File: config.mk
export PLATFORM = sky130hd
export DESIGN_NAME = psil_ram
export DESIGN_NICKNAME = d
export VERILOG_FILES = /design/src/hdl/psil_ram.sv
export SDC_FILE = /design/constraint.sdc
export NUM_CORES = 2
export LEC_CHECK = 0
export BUFFER_PORTS_ARGS = -buffer_cell sky130_fd_sc_hd__buf_4
export CORE_ASPECT_RATIO = 0.9
export CORE_UTILIZATION = 60
export DETAILED_ROUTE_END_ITERATION = 8
export PLACE_DENSITY_LB_ADDON = 0.2
export SETUP_SLACK_MARGIN = 0.05
export SKIP_LAST_GASP = 1
export SYNTH_ARGS = -nofsm -noshare
export SYNTH_HDL_FRONTEND = slang
export SYNTH_SLANG_ARGS = --single-unit
export TNS_END_PERCENT = 1
File: constraint.sdc
create_clock -name clk -period 3.6 [get_ports clk]
set_input_delay 0.72 -clock clk [delete_from_list [all_inputs] [get_ports clk]]
set_output_delay 0.72 -clock clk [all_outputs]
set_load 0.01 [all_outputs]
File: src/hdl/psil_ram.sv
// Generic single-port-write, single-port-read RAM with registered read data.
module psil_ram #(
	parameter int WIDTH = 8,
	parameter int DEPTH = 256
) (
	input  logic                     clk,
	input  logic                     we,
	input  logic [$clog2(DEPTH)-1:0] waddr,
	input  logic [WIDTH-1:0]         wdata,
	input  logic                     re,
	input  logic [$clog2(DEPTH)-1:0] raddr,
	output logic [WIDTH-1:0]         rdata
);

	logic [WIDTH-1:0] mem [DEPTH];

	always_ff @(posedge clk) begin
		if (we) begin
			mem[waddr] <= wdata;
		end
		if (re) begin
			rdata <= mem[raddr];
		end
	end

endmodule

# After elaboration in Yosys (flattened, before gate mapping)

Memory sizes are Yosys's and may differ from the RTL's. A register that Yosys moved wholly into a read port is not among the register bits.
Index checks and enable logic that the tools add are counted.

Register bits: 0
Bits in latches: 0
Memory bits (writable): 2048
Bits in read-only memories: 0
Bits of input ports: 27
Memories: 1

Add/subtract/negate cells: 0
$mul: 0
Divide/modulo/power cells: 0
$lt $le $gt $ge: 0
Eq/ne operators: 0
Shifts and indexed selects: 0
Multiplexer cells: 2
Bitwise operators: 0
Reductions and logical operators: 0

Memories:

| memory | depth | width | read ports | clocked after Yosys merged registers in | write ports | line | RTL |
|---|---|---|---|---|---|---|---|
| mem    | 256   | 8     | 1          | 1                                       | 1           | 15   | `logic [WIDTH-1:0] mem [DEPTH];` |

Operators with widths:

| kind             | count |
|---|---|
| 1-bit 2-to-1 mux | 2 |

# Logic depth before layout (Yosys ltp)

Word-level depth: 2
Mapped depth: 11
Depth with buffers taken out: 6

# Worst setup path before layout

Ideal clock, no wire load.

Path kind: input to register
Start: input port raddr[0]
End: register rdata[2], read port of mem, data pin
Arrival: 2.527 ns
Data required time: 3.331 ns
Setup slack: 0.804 ns
Cell stages on the path: 9
Path buffers: 4
Cells stage by stage: buf_6 buf_12 buf_8 buf_2 mux4_2 a22oi_1 a21oi_1 nor4_1 nor4_2

RTL lines:

| what            | line | RTL |
|---|---|---|
| start, declared | 11   | `input logic [$clog2(DEPTH)-1:0] raddr,` |
| end, declared   | 12   | `output logic [WIDTH-1:0] rdata` |

==> results.md <==
* Clock slew at reported path FFs at 0.07 ns
* Detailed-route wire length at 194 mm
* Worst Hold Path Cells at 1
* Syn Area/Cell at 21.3 um2
* Hold Violations, Final at 0
* Buffers plus inverters on the worst setup path at 5
* Final-layout fill cell count at 7977
* CP Capture Type: flip-flop
* Met3 Routed Length at 21.6 mm
* Post-Syn Area at 79600 um2
* Switching Power at 10.3 mW
* CTS H-tree lvls at 4
* Synth top cells by count: edfxtp_1, mux4_2, nor2_1
* Sequential area share after synthesis at 0.775
* Fraction of layout cells with a size suffix above 1 at 0.280
* Relative slew margins at 0.373
* Fmax at 0.322 GHz
* Die area at 134000 um2
* Die H at 348 um
* Critical path type: primary input to flip-flop
* Worst Path Arrival at 3.66 ns
* DR vias at 40600
* M1 wire length at 76.7 mm
* Synth Instances at 3733
* TritonCTS clock tree: yes
* Worst Reg2Reg Path Length in Cells at 6
* Routability cong. at 0.906
* Ranking of synthesized cells by area: edfxtp_1, mux4_2, mux2i_1, nor2_1, a22oi_1
* Final hold slack at 0.244 ns
* Hold Path Class: primary input to flip-flop
* Crit path max-delay cell type: nor4_1
* Setup bufs post-CTS at 0
* Die Wd at 386 um
* Cell taking the most area after synthesis: edfxtp_1
* DR pass1 iterations at 6
* Hpwl dp at 123 mm
* Post-CTS sizing at 0
* Tcrit/Tclk final at 0.861
* Antenna-violating nets left at 0
* Comb power frac at 0.052
* PortBufs at 34
* Maximum capacitance violations at 0
* Total gr overflow at 0
* I/O pins at 35
* Final Skew at 0.0335 ns
* Highest routed layer: met5
* Reg2reg setup slack at 0.75 ns
* DR WL met2 at 90.2 mm
* Worst Hold End: rdata[3]
* Max incr delay on CP at 0.78 ns
* Sequential share of power at 0.540
* Synth Register Bits at 2056
* First-pass GRT wire length at 281 mm
* RSZ-0062 raised after global routing: no
* Final worst slack at 0.499 ns
* Area after DPL at 84600 um2
* Final net count at 4197
* Ys flop type: edfxtp_1
* CP required at 4.16 ns
* Mapped Nets at 3760
* Vias in the first global route at 40100
* EDFF count, synth at 2056
* Rows at 126
* Most frequent cell after synthesis: edfxtp_1
* Longest Clk Path Bufs at 3
* Total of warnings raised by yosys at 0
* End of the worst register-to-register path: rdata[7]
* Worst-Skew Late Latency at 0.83 ns
* Crit path from: raddr[0]
* Crit start category: primary input
* # setup viols final at 0
* Initial antenna violation count at 15
* Share of the synthesized area in the top cell type at 0.775
* Most frequent CP cell: buf_12
* Core area at 131000 um2
* Initial DRC Count at 5729
* GRT Util Overall at 0.296
* Count of different cell masters after synthesis at 54
* Pwr dens at 539 nW/um2
* Status: finished, final reports clean
* Worst-Margin Slew at 0.937 ns
* Worst-path cell chain: buf_8 > buf_12 > buf_12 > buf_12 > mux2i_1 > o221ai_1 > o211ai_1 > a21oi_1 > nor4_1 > buf_4 > nor4_1
* Leakage power at 28.9 nW
* Initial Util at 0.606
* Post-CTS Hold Fix Bufs at 0
* Internal power at 38.7 mW
* Largest net degree at the start of global routing at 110
* DP Worst Slack at -0.281 ns
* P&R area growth vs syn at 14.0%
* Design area at 90800 um2
* Post-DR wirelength/cell at 32.0 um
* Crit Path Max Fanout at 38
* Clock Power Share at 0.408
* Final slew viol count at 0
* CP delay by family, top: buffers and inverters
* Num CTS Buffers at 193
* Post-route minimum period at 3.10 ns
* Root buffer cell: clkbuf_16
* Post-synth ARST share at 0
* Clock sinks at 2056
* Max IR drop VDD at 477 uV
* Vias/cell at 6.70
* Switching Share at 0.210
* Hold_sp: re
* Reg-to-Reg Start: mem[80][7]
* Residual DRC at 0
## routing by layer
layer | global-route usage | vias to the layer above
li1 | - | 16600
met1 | 0.445 | 21200
met2 | 0.439 | 2475
met3 | 0.0641 | 328
met4 | 0.0946 | 14
met5 | 0 | -
## per-stage QoR
stage	utilization	TNS [ns]	std cells	total power, mW
finish	0.691	0	6062	48.9
global route	0.690	0	6057	50.1
CTS	0.690	0	6057	49.1
detailed placement	0.643	-0.281	5703	29.5
global placement	0.643	-0.256	5703	29.4
floorplan	-	0	3733	28.2
## state kept, by name, summed over array words and instances (netlist names)
signal	flops
mem	2048
rdata	8
## power groups by stage
stage               logic (mW)  clock network [mW]  registers (mW)
global placement          2.48                   0            26.9
floorplan                 1.28                   0            26.9
detailed placement        2.51                   0            26.9
CTS                       2.52                20.2            26.4
global route              2.65                21.0            26.4
finish                    2.54                20.0            26.4
## worst max-delay path by stage
stage | endpoint | slack [ns] | cells after the start
2_1_floorplan | rdata[2] | 0.80 | 9
3_3_place_gp | rdata[7] | -0.23 | 10
3_5_place_dp | rdata[7] | -0.28 | 11
4_1_cts | rdata[7] | 0.59 | 11
5_1_grt | rdata[7] | 0.53 | 11
6_report | rdata[7] | 0.50 | 11
## layout by cell type, fill, tap and decap left out, drive strengths merged, types with 22 or more instances in the layout
| master | instances |
|---|---|
| buf | 467 |
| clkinv | 92 |
| nor2 | 282 |
| a22oi | 133 |
| nor2b | 31 |
| a21oi | 96 |
| o221ai | 47 |
| nor4 | 27 |
| o22ai | 28 |
| nand3 | 34 |
| mux2i | 134 |
| mux4 | 456 |
| edfxtp | 2056 |
| nor3 | 22 |
| clkbuf | 244 |
| nand2 | 33 |
## logic make-up (layout without fill, tap and decap cells)
family	after synthesis	in the layout	share of synthesized area
flops	2056	2056	0.775
compound gates	385	385	0.0342
simple gates	466	466	0.0263
mux	591	591	0.146
buf+inv	235	831	0.0183
other cells	0	5	0
## cell type report
class                           count  area [um2]  area share
Sequential cell                  2056       61700       0.680
Multi-Input combinational cell   1442       16500       0.182
Clock buffer                      236        5120      0.0564
Timing Repair Buffer              475        4190      0.0462
Tap cell                         1728        2160      0.0238
Clock inverter                    118        1070      0.0118
Antenna cell                        5        12.5    0.000138
Inverter                            2        7.51   0.0000827
(Power assumes the default switching activity.)
