[config.mk]
export PLATFORM = sky130hd
export DESIGN_NAME = psil_div
export DESIGN_NICKNAME = d
export VERILOG_FILES = /design/src/hdl/psil_pkg.sv /design/src/hdl/psil_div.sv
export SDC_FILE = /design/constraint.sdc
export NUM_CORES = 1
export LEC_CHECK = 0
export ABC_AREA = 1
export BUFFER_PORTS_ARGS = -buffer_cell sky130_fd_sc_hd__buf_2
export CAP_MARGIN = 15
export CORE_MARGIN = 5
export CORE_UTILIZATION = 55
export DETAILED_ROUTE_END_ITERATION = 8
export PLACE_DENSITY = 0.79
export SYNTH_ARGS = -nofsm -noshare
export SYNTH_HDL_FRONTEND = slang
export SYNTH_SLANG_ARGS = --single-unit
[constraint.sdc]
create_clock -name clk -period 3.9 [get_ports clk]
set_input_delay 0 -clock clk [delete_from_list [all_inputs] [get_ports clk]]
set_output_delay 0 -clock clk [all_outputs]
set_load 0.02 [all_outputs]
[src/hdl/psil_pkg.sv]
// Shared types and constants for the polyline segment lookup.
package psil_pkg;

	localparam int MAX_POINTS = 256;
	localparam int ADDR_W     = $clog2(MAX_POINTS);
	localparam int PTS_W      = 9;
	localparam int CNT_W      = (ADDR_W + 1 > PTS_W) ? ADDR_W + 1 : PTS_W;
	localparam int IDX_W      = 8;
	localparam int COORD_W    = 17;
	localparam int XY_W       = 32;
	localparam int POS_W      = 18;
	localparam int SEGNO_W    = 8;
	localparam int FRAC_W     = 24;
	localparam int NUM_W      = POS_W + 1;
	localparam int DEN_W      = COORD_W + 1;
	localparam int NMAG_W     = POS_W;
	localparam int DMAG_W     = COORD_W;
	localparam int FRAC_SH    = 16;
	localparam int QUOT_W     = NMAG_W + FRAC_SH;
	localparam int STEP_W     = $clog2(QUOT_W + 1);
	localparam int ENTRY_W    = COORD_W + 2 * XY_W;

	localparam logic FUNC_LOAD  = 1'b0;
	localparam logic FUNC_QUERY = 1'b1;

	typedef enum logic [2:0] {
		ST_IDLE,
		ST_SCAN,
		ST_START,
		ST_DIV,
		ST_FIN
	} state_t;

	typedef struct packed {
		logic [COORD_W-1:0] coord;
		logic [XY_W-1:0]    x;
		logic [XY_W-1:0]    y;
	} entry_t;

	typedef struct packed {
		logic              start;
		logic [NMAG_W-1:0] num_mag;
		logic [DMAG_W-1:0] den_mag;
	} div_req_t;

	typedef struct packed {
		logic              done;
		logic [QUOT_W-1:0] quot;
	} div_rsp_t;

endpackage

[src/hdl/psil_div.sv]
// Restoring divider, one quotient bit per cycle, for the segment weight.
module psil_div (
	input  logic                clk,
	input  logic                arst_n,
	input  psil_pkg::div_req_t  req,
	output psil_pkg::div_rsp_t  rsp
);

	logic                            busy_q;
	logic [psil_pkg::STEP_W-1:0]     step_q;
	logic [psil_pkg::DMAG_W-1:0]     den_q;
	logic [psil_pkg::DMAG_W-1:0]     rem_q;
	logic [psil_pkg::QUOT_W-1:0]     dq_q;
	logic                            done_q;
	logic [psil_pkg::DMAG_W:0]       trial;
	logic [psil_pkg::DMAG_W+1:0]     diff;

	assign trial = {rem_q, dq_q[psil_pkg::QUOT_W-1]};
	assign diff  = {1'b0, trial} - {2'b00, den_q};

	always_ff @(posedge clk or negedge arst_n) begin
		if (!arst_n) begin
			busy_q <= 1'b0;
			done_q <= 1'b0;
			step_q <= '0;
		end else begin
			done_q <= 1'b0;
			if (req.start) begin
				busy_q <= 1'b1;
				step_q <= '0;
			end else if (busy_q) begin
				step_q <= step_q + 1'b1;
				if (step_q == psil_pkg::STEP_W'(psil_pkg::QUOT_W - 1)) begin
					busy_q <= 1'b0;
					done_q <= 1'b1;
				end
			end
		end
	end

	always_ff @(posedge clk) begin
		if (req.start) begin
			den_q <= req.den_mag;
			rem_q <= '0;
			dq_q  <= {req.num_mag, {psil_pkg::FRAC_SH{1'b0}}};
		end else if (busy_q) begin
			if (!diff[psil_pkg::DMAG_W+1]) begin
				rem_q <= diff[psil_pkg::DMAG_W-1:0];
				dq_q  <= {dq_q[psil_pkg::QUOT_W-2:0], 1'b1};
			end else begin
				rem_q <= trial[psil_pkg::DMAG_W-1:0];
				dq_q  <= {dq_q[psil_pkg::QUOT_W-2:0], 1'b0};
			end
		end
	end

	assign rsp.done = done_q;
	assign rsp.quot = dq_q;

endmodule

# Word level (Yosys, flattened, before mapping)
# Cells that the tools add are included.
dict set report word_totals {
  output_inout_bits 35
  input_bits 38
  word_cells 23
  ff_bits 76
}
dict set report op_classes {
  n_eq_ne 1
  muxes 12
  reduce_logical 1
  add_sub_neg 2
}
# operator n
set ops {}
lappend ops {{$mux 34} 2}
lappend ops {{$sub 18x17->19} 1}
lappend ops {{$mux 17} 1}
lappend ops {{$mux 6} 2}
lappend ops {{$mux 1} 7}
lappend ops {{$add 6x1->6 const B} 1}
lappend ops {{$eq 6x6->1 const B} 1}
lappend ops {{$reduce_bool 2->1} 1}

# Depth between registers and ports, before layout
dict set report logic_depth {
  word_depth 4
  mapped_depth 14
  depth_no_buf 14
}

# Worst setup path after synthesis
# OpenSTA, ideal clock, no wires.
dict set report synth_path {
  path_type {register to register}
  startpoint {reg dq_q[33] (netlist bit)}
  endpoint {reg rem_q[16] (netlist bit)}
  required_ns 3.788
  n_path_buf 0
  path_slack_ns 1.961
  setup_time_ns 0.112
  path_stages_with_launch 15
  synth_period_minus_slack_ns 1.939
  arrival_time_ns 1.827
  path_cell_list {edfxtp_1 -> inv_1 -> ha_1 -> inv_1 -> fa_1 -> nand2_1 -> nand2_1 -> nand3_1 -> nand2_1 -> nand2_1 -> nand2_1 -> nand2_1 -> nand3_1 -> nand2_1 -> nand2_1}
}
dict set report synth_between {
  elab_chain_len 2
}
# element line_no
set synth_lines {}
lappend synth_lines {{start: declaration} psil_div.sv:13} ;# logic [psil_pkg::QUOT_W-1:0] dq_q;
lappend synth_lines {{start signal: assignment} psil_div.sv:45} ;# dq_q <= {req.num_mag, {psil_pkg::FRAC_SH{1'b0}}};
lappend synth_lines {{start signal: assignment} psil_div.sv:49} ;# dq_q <= {dq_q[psil_pkg::QUOT_W-2:0], 1'b1};
lappend synth_lines {{start signal: assignment} psil_div.sv:52} ;# dq_q <= {dq_q[psil_pkg::QUOT_W-2:0], 1'b0};
lappend synth_lines {{$sub 18x17->19} psil_div.sv:19} ;# assign diff = {1'b0, trial} - {2'b00, den_q};
lappend synth_lines {{$mux 17} psil_div.sv:47} ;# if (!diff[psil_pkg::DMAG_W+1]) begin
lappend synth_lines {{end signal: assignment} psil_div.sv:48} ;# rem_q <= diff[psil_pkg::DMAG_W-1:0];
lappend synth_lines {{end signal: assignment} psil_div.sv:51} ;# rem_q <= trial[psil_pkg::DMAG_W-1:0];
lappend synth_lines {{end: declaration} psil_div.sv:12} ;# logic [psil_pkg::DMAG_W-1:0] rem_q;
# No other way between the ends.
# A chain may end at the register's enable or synchronous reset.

# Final worst setup path
dict set report layout_path {
  startpoint {reg dq_q[33] (netlist bit)}
  endpoint {reg rem_q[12] (netlist bit)}
}
# Same word-level chain as after synthesis.

==> results.ini <==
[cts]
clk_latency_ns = 0.35
clock-sinks = 76
clk_pin_slew_ns = 0.08
cts_buffers = 9
htreeDepth = 3
post_cts_buffers = 0
clockBufferDepth = 2
cts-root-buf = clkbuf_8
post_cts_resized = 0
postCtsHoldBufs = 35
cts_tree = done

[logic_synthesis]
netlist_area_um2 = 4120
synth_seq_area_share = 0.464
ys_types = 35
syn_nets = 556
syn-mean-instance-area_um2 = 8.27
syn_inst = 498
ys_ff_latch = 76
ys_top_cells_by_area = edfxtp_1, dfxtp_1, nand2_1, inv_1, ha_1
yosysTopAreaCell = edfxtp_1
ys_warn_count = 0
synth_top_area_frac = 0.255

[critical_path]
crit_arrival_ns = 2.42
worstPathCellList = inv_1 > ha_1 > inv_1 > fa_1 > nand3_2 > nand3_2 > nand2_4 > nand2_8 > nand2_2 > nand2_1 > nand2_1 > nand2_1
slowest_delay_ns = 0.43
crit_top_cell = nand2_1
reg2regPathDepth = 12
cp.required_ns = 4.14
crit_path_end_kind = register
crit_fanout = 18
setup.worst_path.start_class = register
crit_type = register to register
crit_slowest_cell = fa_1

[pwr]
p_per_area_nw_per_um2 = 569
p_sw_frac = 0.401
comb_power_share = 0.428
power.share.clock = 0.214
total_power_mw = 2.89
p_int_mw = 1.73
p_switching_mw = 1.16
pwr-share-seq = 0.358
ir_drop_uv = 425
leakage_nw = 2.59

[final_layout]
final_common_cell = nand2_1
diodes = 0
final_cell_mix = nand2_1, inv_1, buf_2
drive_gt1_frac = 0.209
area_growth_syn_to_layout_pct = 23.4
fin_nets = 662
fin_util = 0.697

[detailed_routing]
wl_mm = 9.66
dr.pass1.iters = 5
via_count = 3573
drc = 0
antenna_left = 0
first_iter_violations = 230
drt-wirelength-per-cell_um = 13.6
vias_per_cell = 5.05

[placed_design]
io_buffers = 72
place_congestion = 0.897
hpwlAfterDp_mm = 6.54

[sta]
finalCriticalPeriod_ns = 2.18
max_slew_margin = 0.398
fin_crit_sh = 0.559
setup_tns_ns = 0
max_freq_mhz = 459
worstMarginPinSlew_ns = 0.900
rsz0062_at_grt = no
hold_violations = 0
clock_skew_ns = 0.0137
drv_slew = 0
final-setup-viol-count = 0

[grt]
antenna_found_initial = 0
grt_use_met1 = 0.283
use_met3 = 0.0527
grt_pass1_vias = 3570
overflow = 0
grt_max_degree = 43
met2_usage = 0.398
busiest_layer = met2
grt_pass1_wl_mm = 16.3
track_usage = 0.227

[floorplan]
die_x_um = 96.6
start_util = 0.565
fp-row-count = 31
die_area_um2 = 9320
die_h_um = 96.6
num_io_pins = 73
coreArea_um2 = 7290

[worst_hold_path]
hold_depth = 3
min_path_type = primary input to register

[run_status]
status = complete, no violations

[flow_run]
cap_violations = 0

[critical path, delay by kind of cell, from the launching register on]
kind | cells | cell delay, ns
DFF | 1 | 0.39
buffers and inverters | 2 | 0.16
and+or+nand+nor | 8 | 0.95
adders and majority gates | 2 | 0.57
[final cells by class]
| cell class | count | area, um2 |
|---|---|---|
| fill | 589 | 2210 |
| sequential | 76 | 1910 |
| multi-input combinational | 317 | 1780 |
| timing repair buffer | 108 | 718 |
| inverter | 92 | 345 |
| clock buffer | 10 | 138 |
| tap | 99 | 124 |
| clock inverter | 6 | 68.8 |
[metal layers]
layer  vias to the layer above  wire length [um]  part of all wire
li1                       1808                 -                 -
met1                      1635              4090              0.42
met2                       117              4860              0.50
met3                        13               569             0.059
met4                         0               146             0.015
met5                         -                 0                 0
[worst paths after layout]
path / startpoint / to / slack (ns)
max: dq_q[33] / rem_q[12] / 1.72
min in group asynchronous: arst_n / step_q[1] / 0.03
min: req[17] / dq_q[16] / 0.02
max reg2reg: dq_q[33] / rem_q[12] / 1.72
max in group asynchronous: arst_n / step_q[4] / 3.69
min reg2reg: rem_q[4] / rem_q[4] / 0.48
[synth_stat cells, drive strengths merged]
library cell / count
nand2: 166
nand3b: 9
xnor2: 5
a22o: 17
inv: 91
buf: 9
fa: 1
nor3b: 2
and2: 2
dfrtp: 8
a21oi: 12
nor2: 21
xor2: 2
clkinv: 1
o21ai: 5
nor3: 6
edfxtp: 35
clkbuf: 4
ha: 19
nand4: 3
o22ai: 16
dfxtp: 33
nand3: 31
[kinds of logic after synthesis]
family / synth area share
and+or+nand+nor: 0.272
xor gates and xnor gates: 0.0149
DFF: 0.464
buffers and inverters: 0.104
adders and majority gates: 0.0626
AOI/OAI and AO/OA: 0.0820
[state kept, by name (all words and copies together) (netlist names)]
name	count
done_q	1
rem_q	17
busy_q	1
den_q	17
step_q	6
dq_q	34
[per-stage QoR]
stage / hold slack [ns] / cells / setup WS, ns / area, um2
5_1_grt: 0.0223 / 708 / 1.55 / 5080
3_5_place_dp: -0.148 / 657 / 1.78 / 4530
4_1_cts: 0.00671 / 708 / 1.72 / 5080
2_1_floorplan: -0.296 / 498 / 1.96 / 4120
3_3_place_gp: -0.148 / 657 / 1.86 / 4530
6_report: 0.0232 / 708 / 1.72 / 5080
[power groups by stage]
stage / clock (mW) / sequential [mW] / combinational [mW]
global route: 0.668 / 1.05 / 1.40
finish: 0.620 / 1.04 / 1.24
global placement: 0 / 1.05 / 1.16
floorplan: 0 / 1.06 / 0.943
CTS: 0.629 / 1.03 / 1.23
detailed placement: 0 / 1.05 / 1.19
Power figures use the tool's default switching activity.
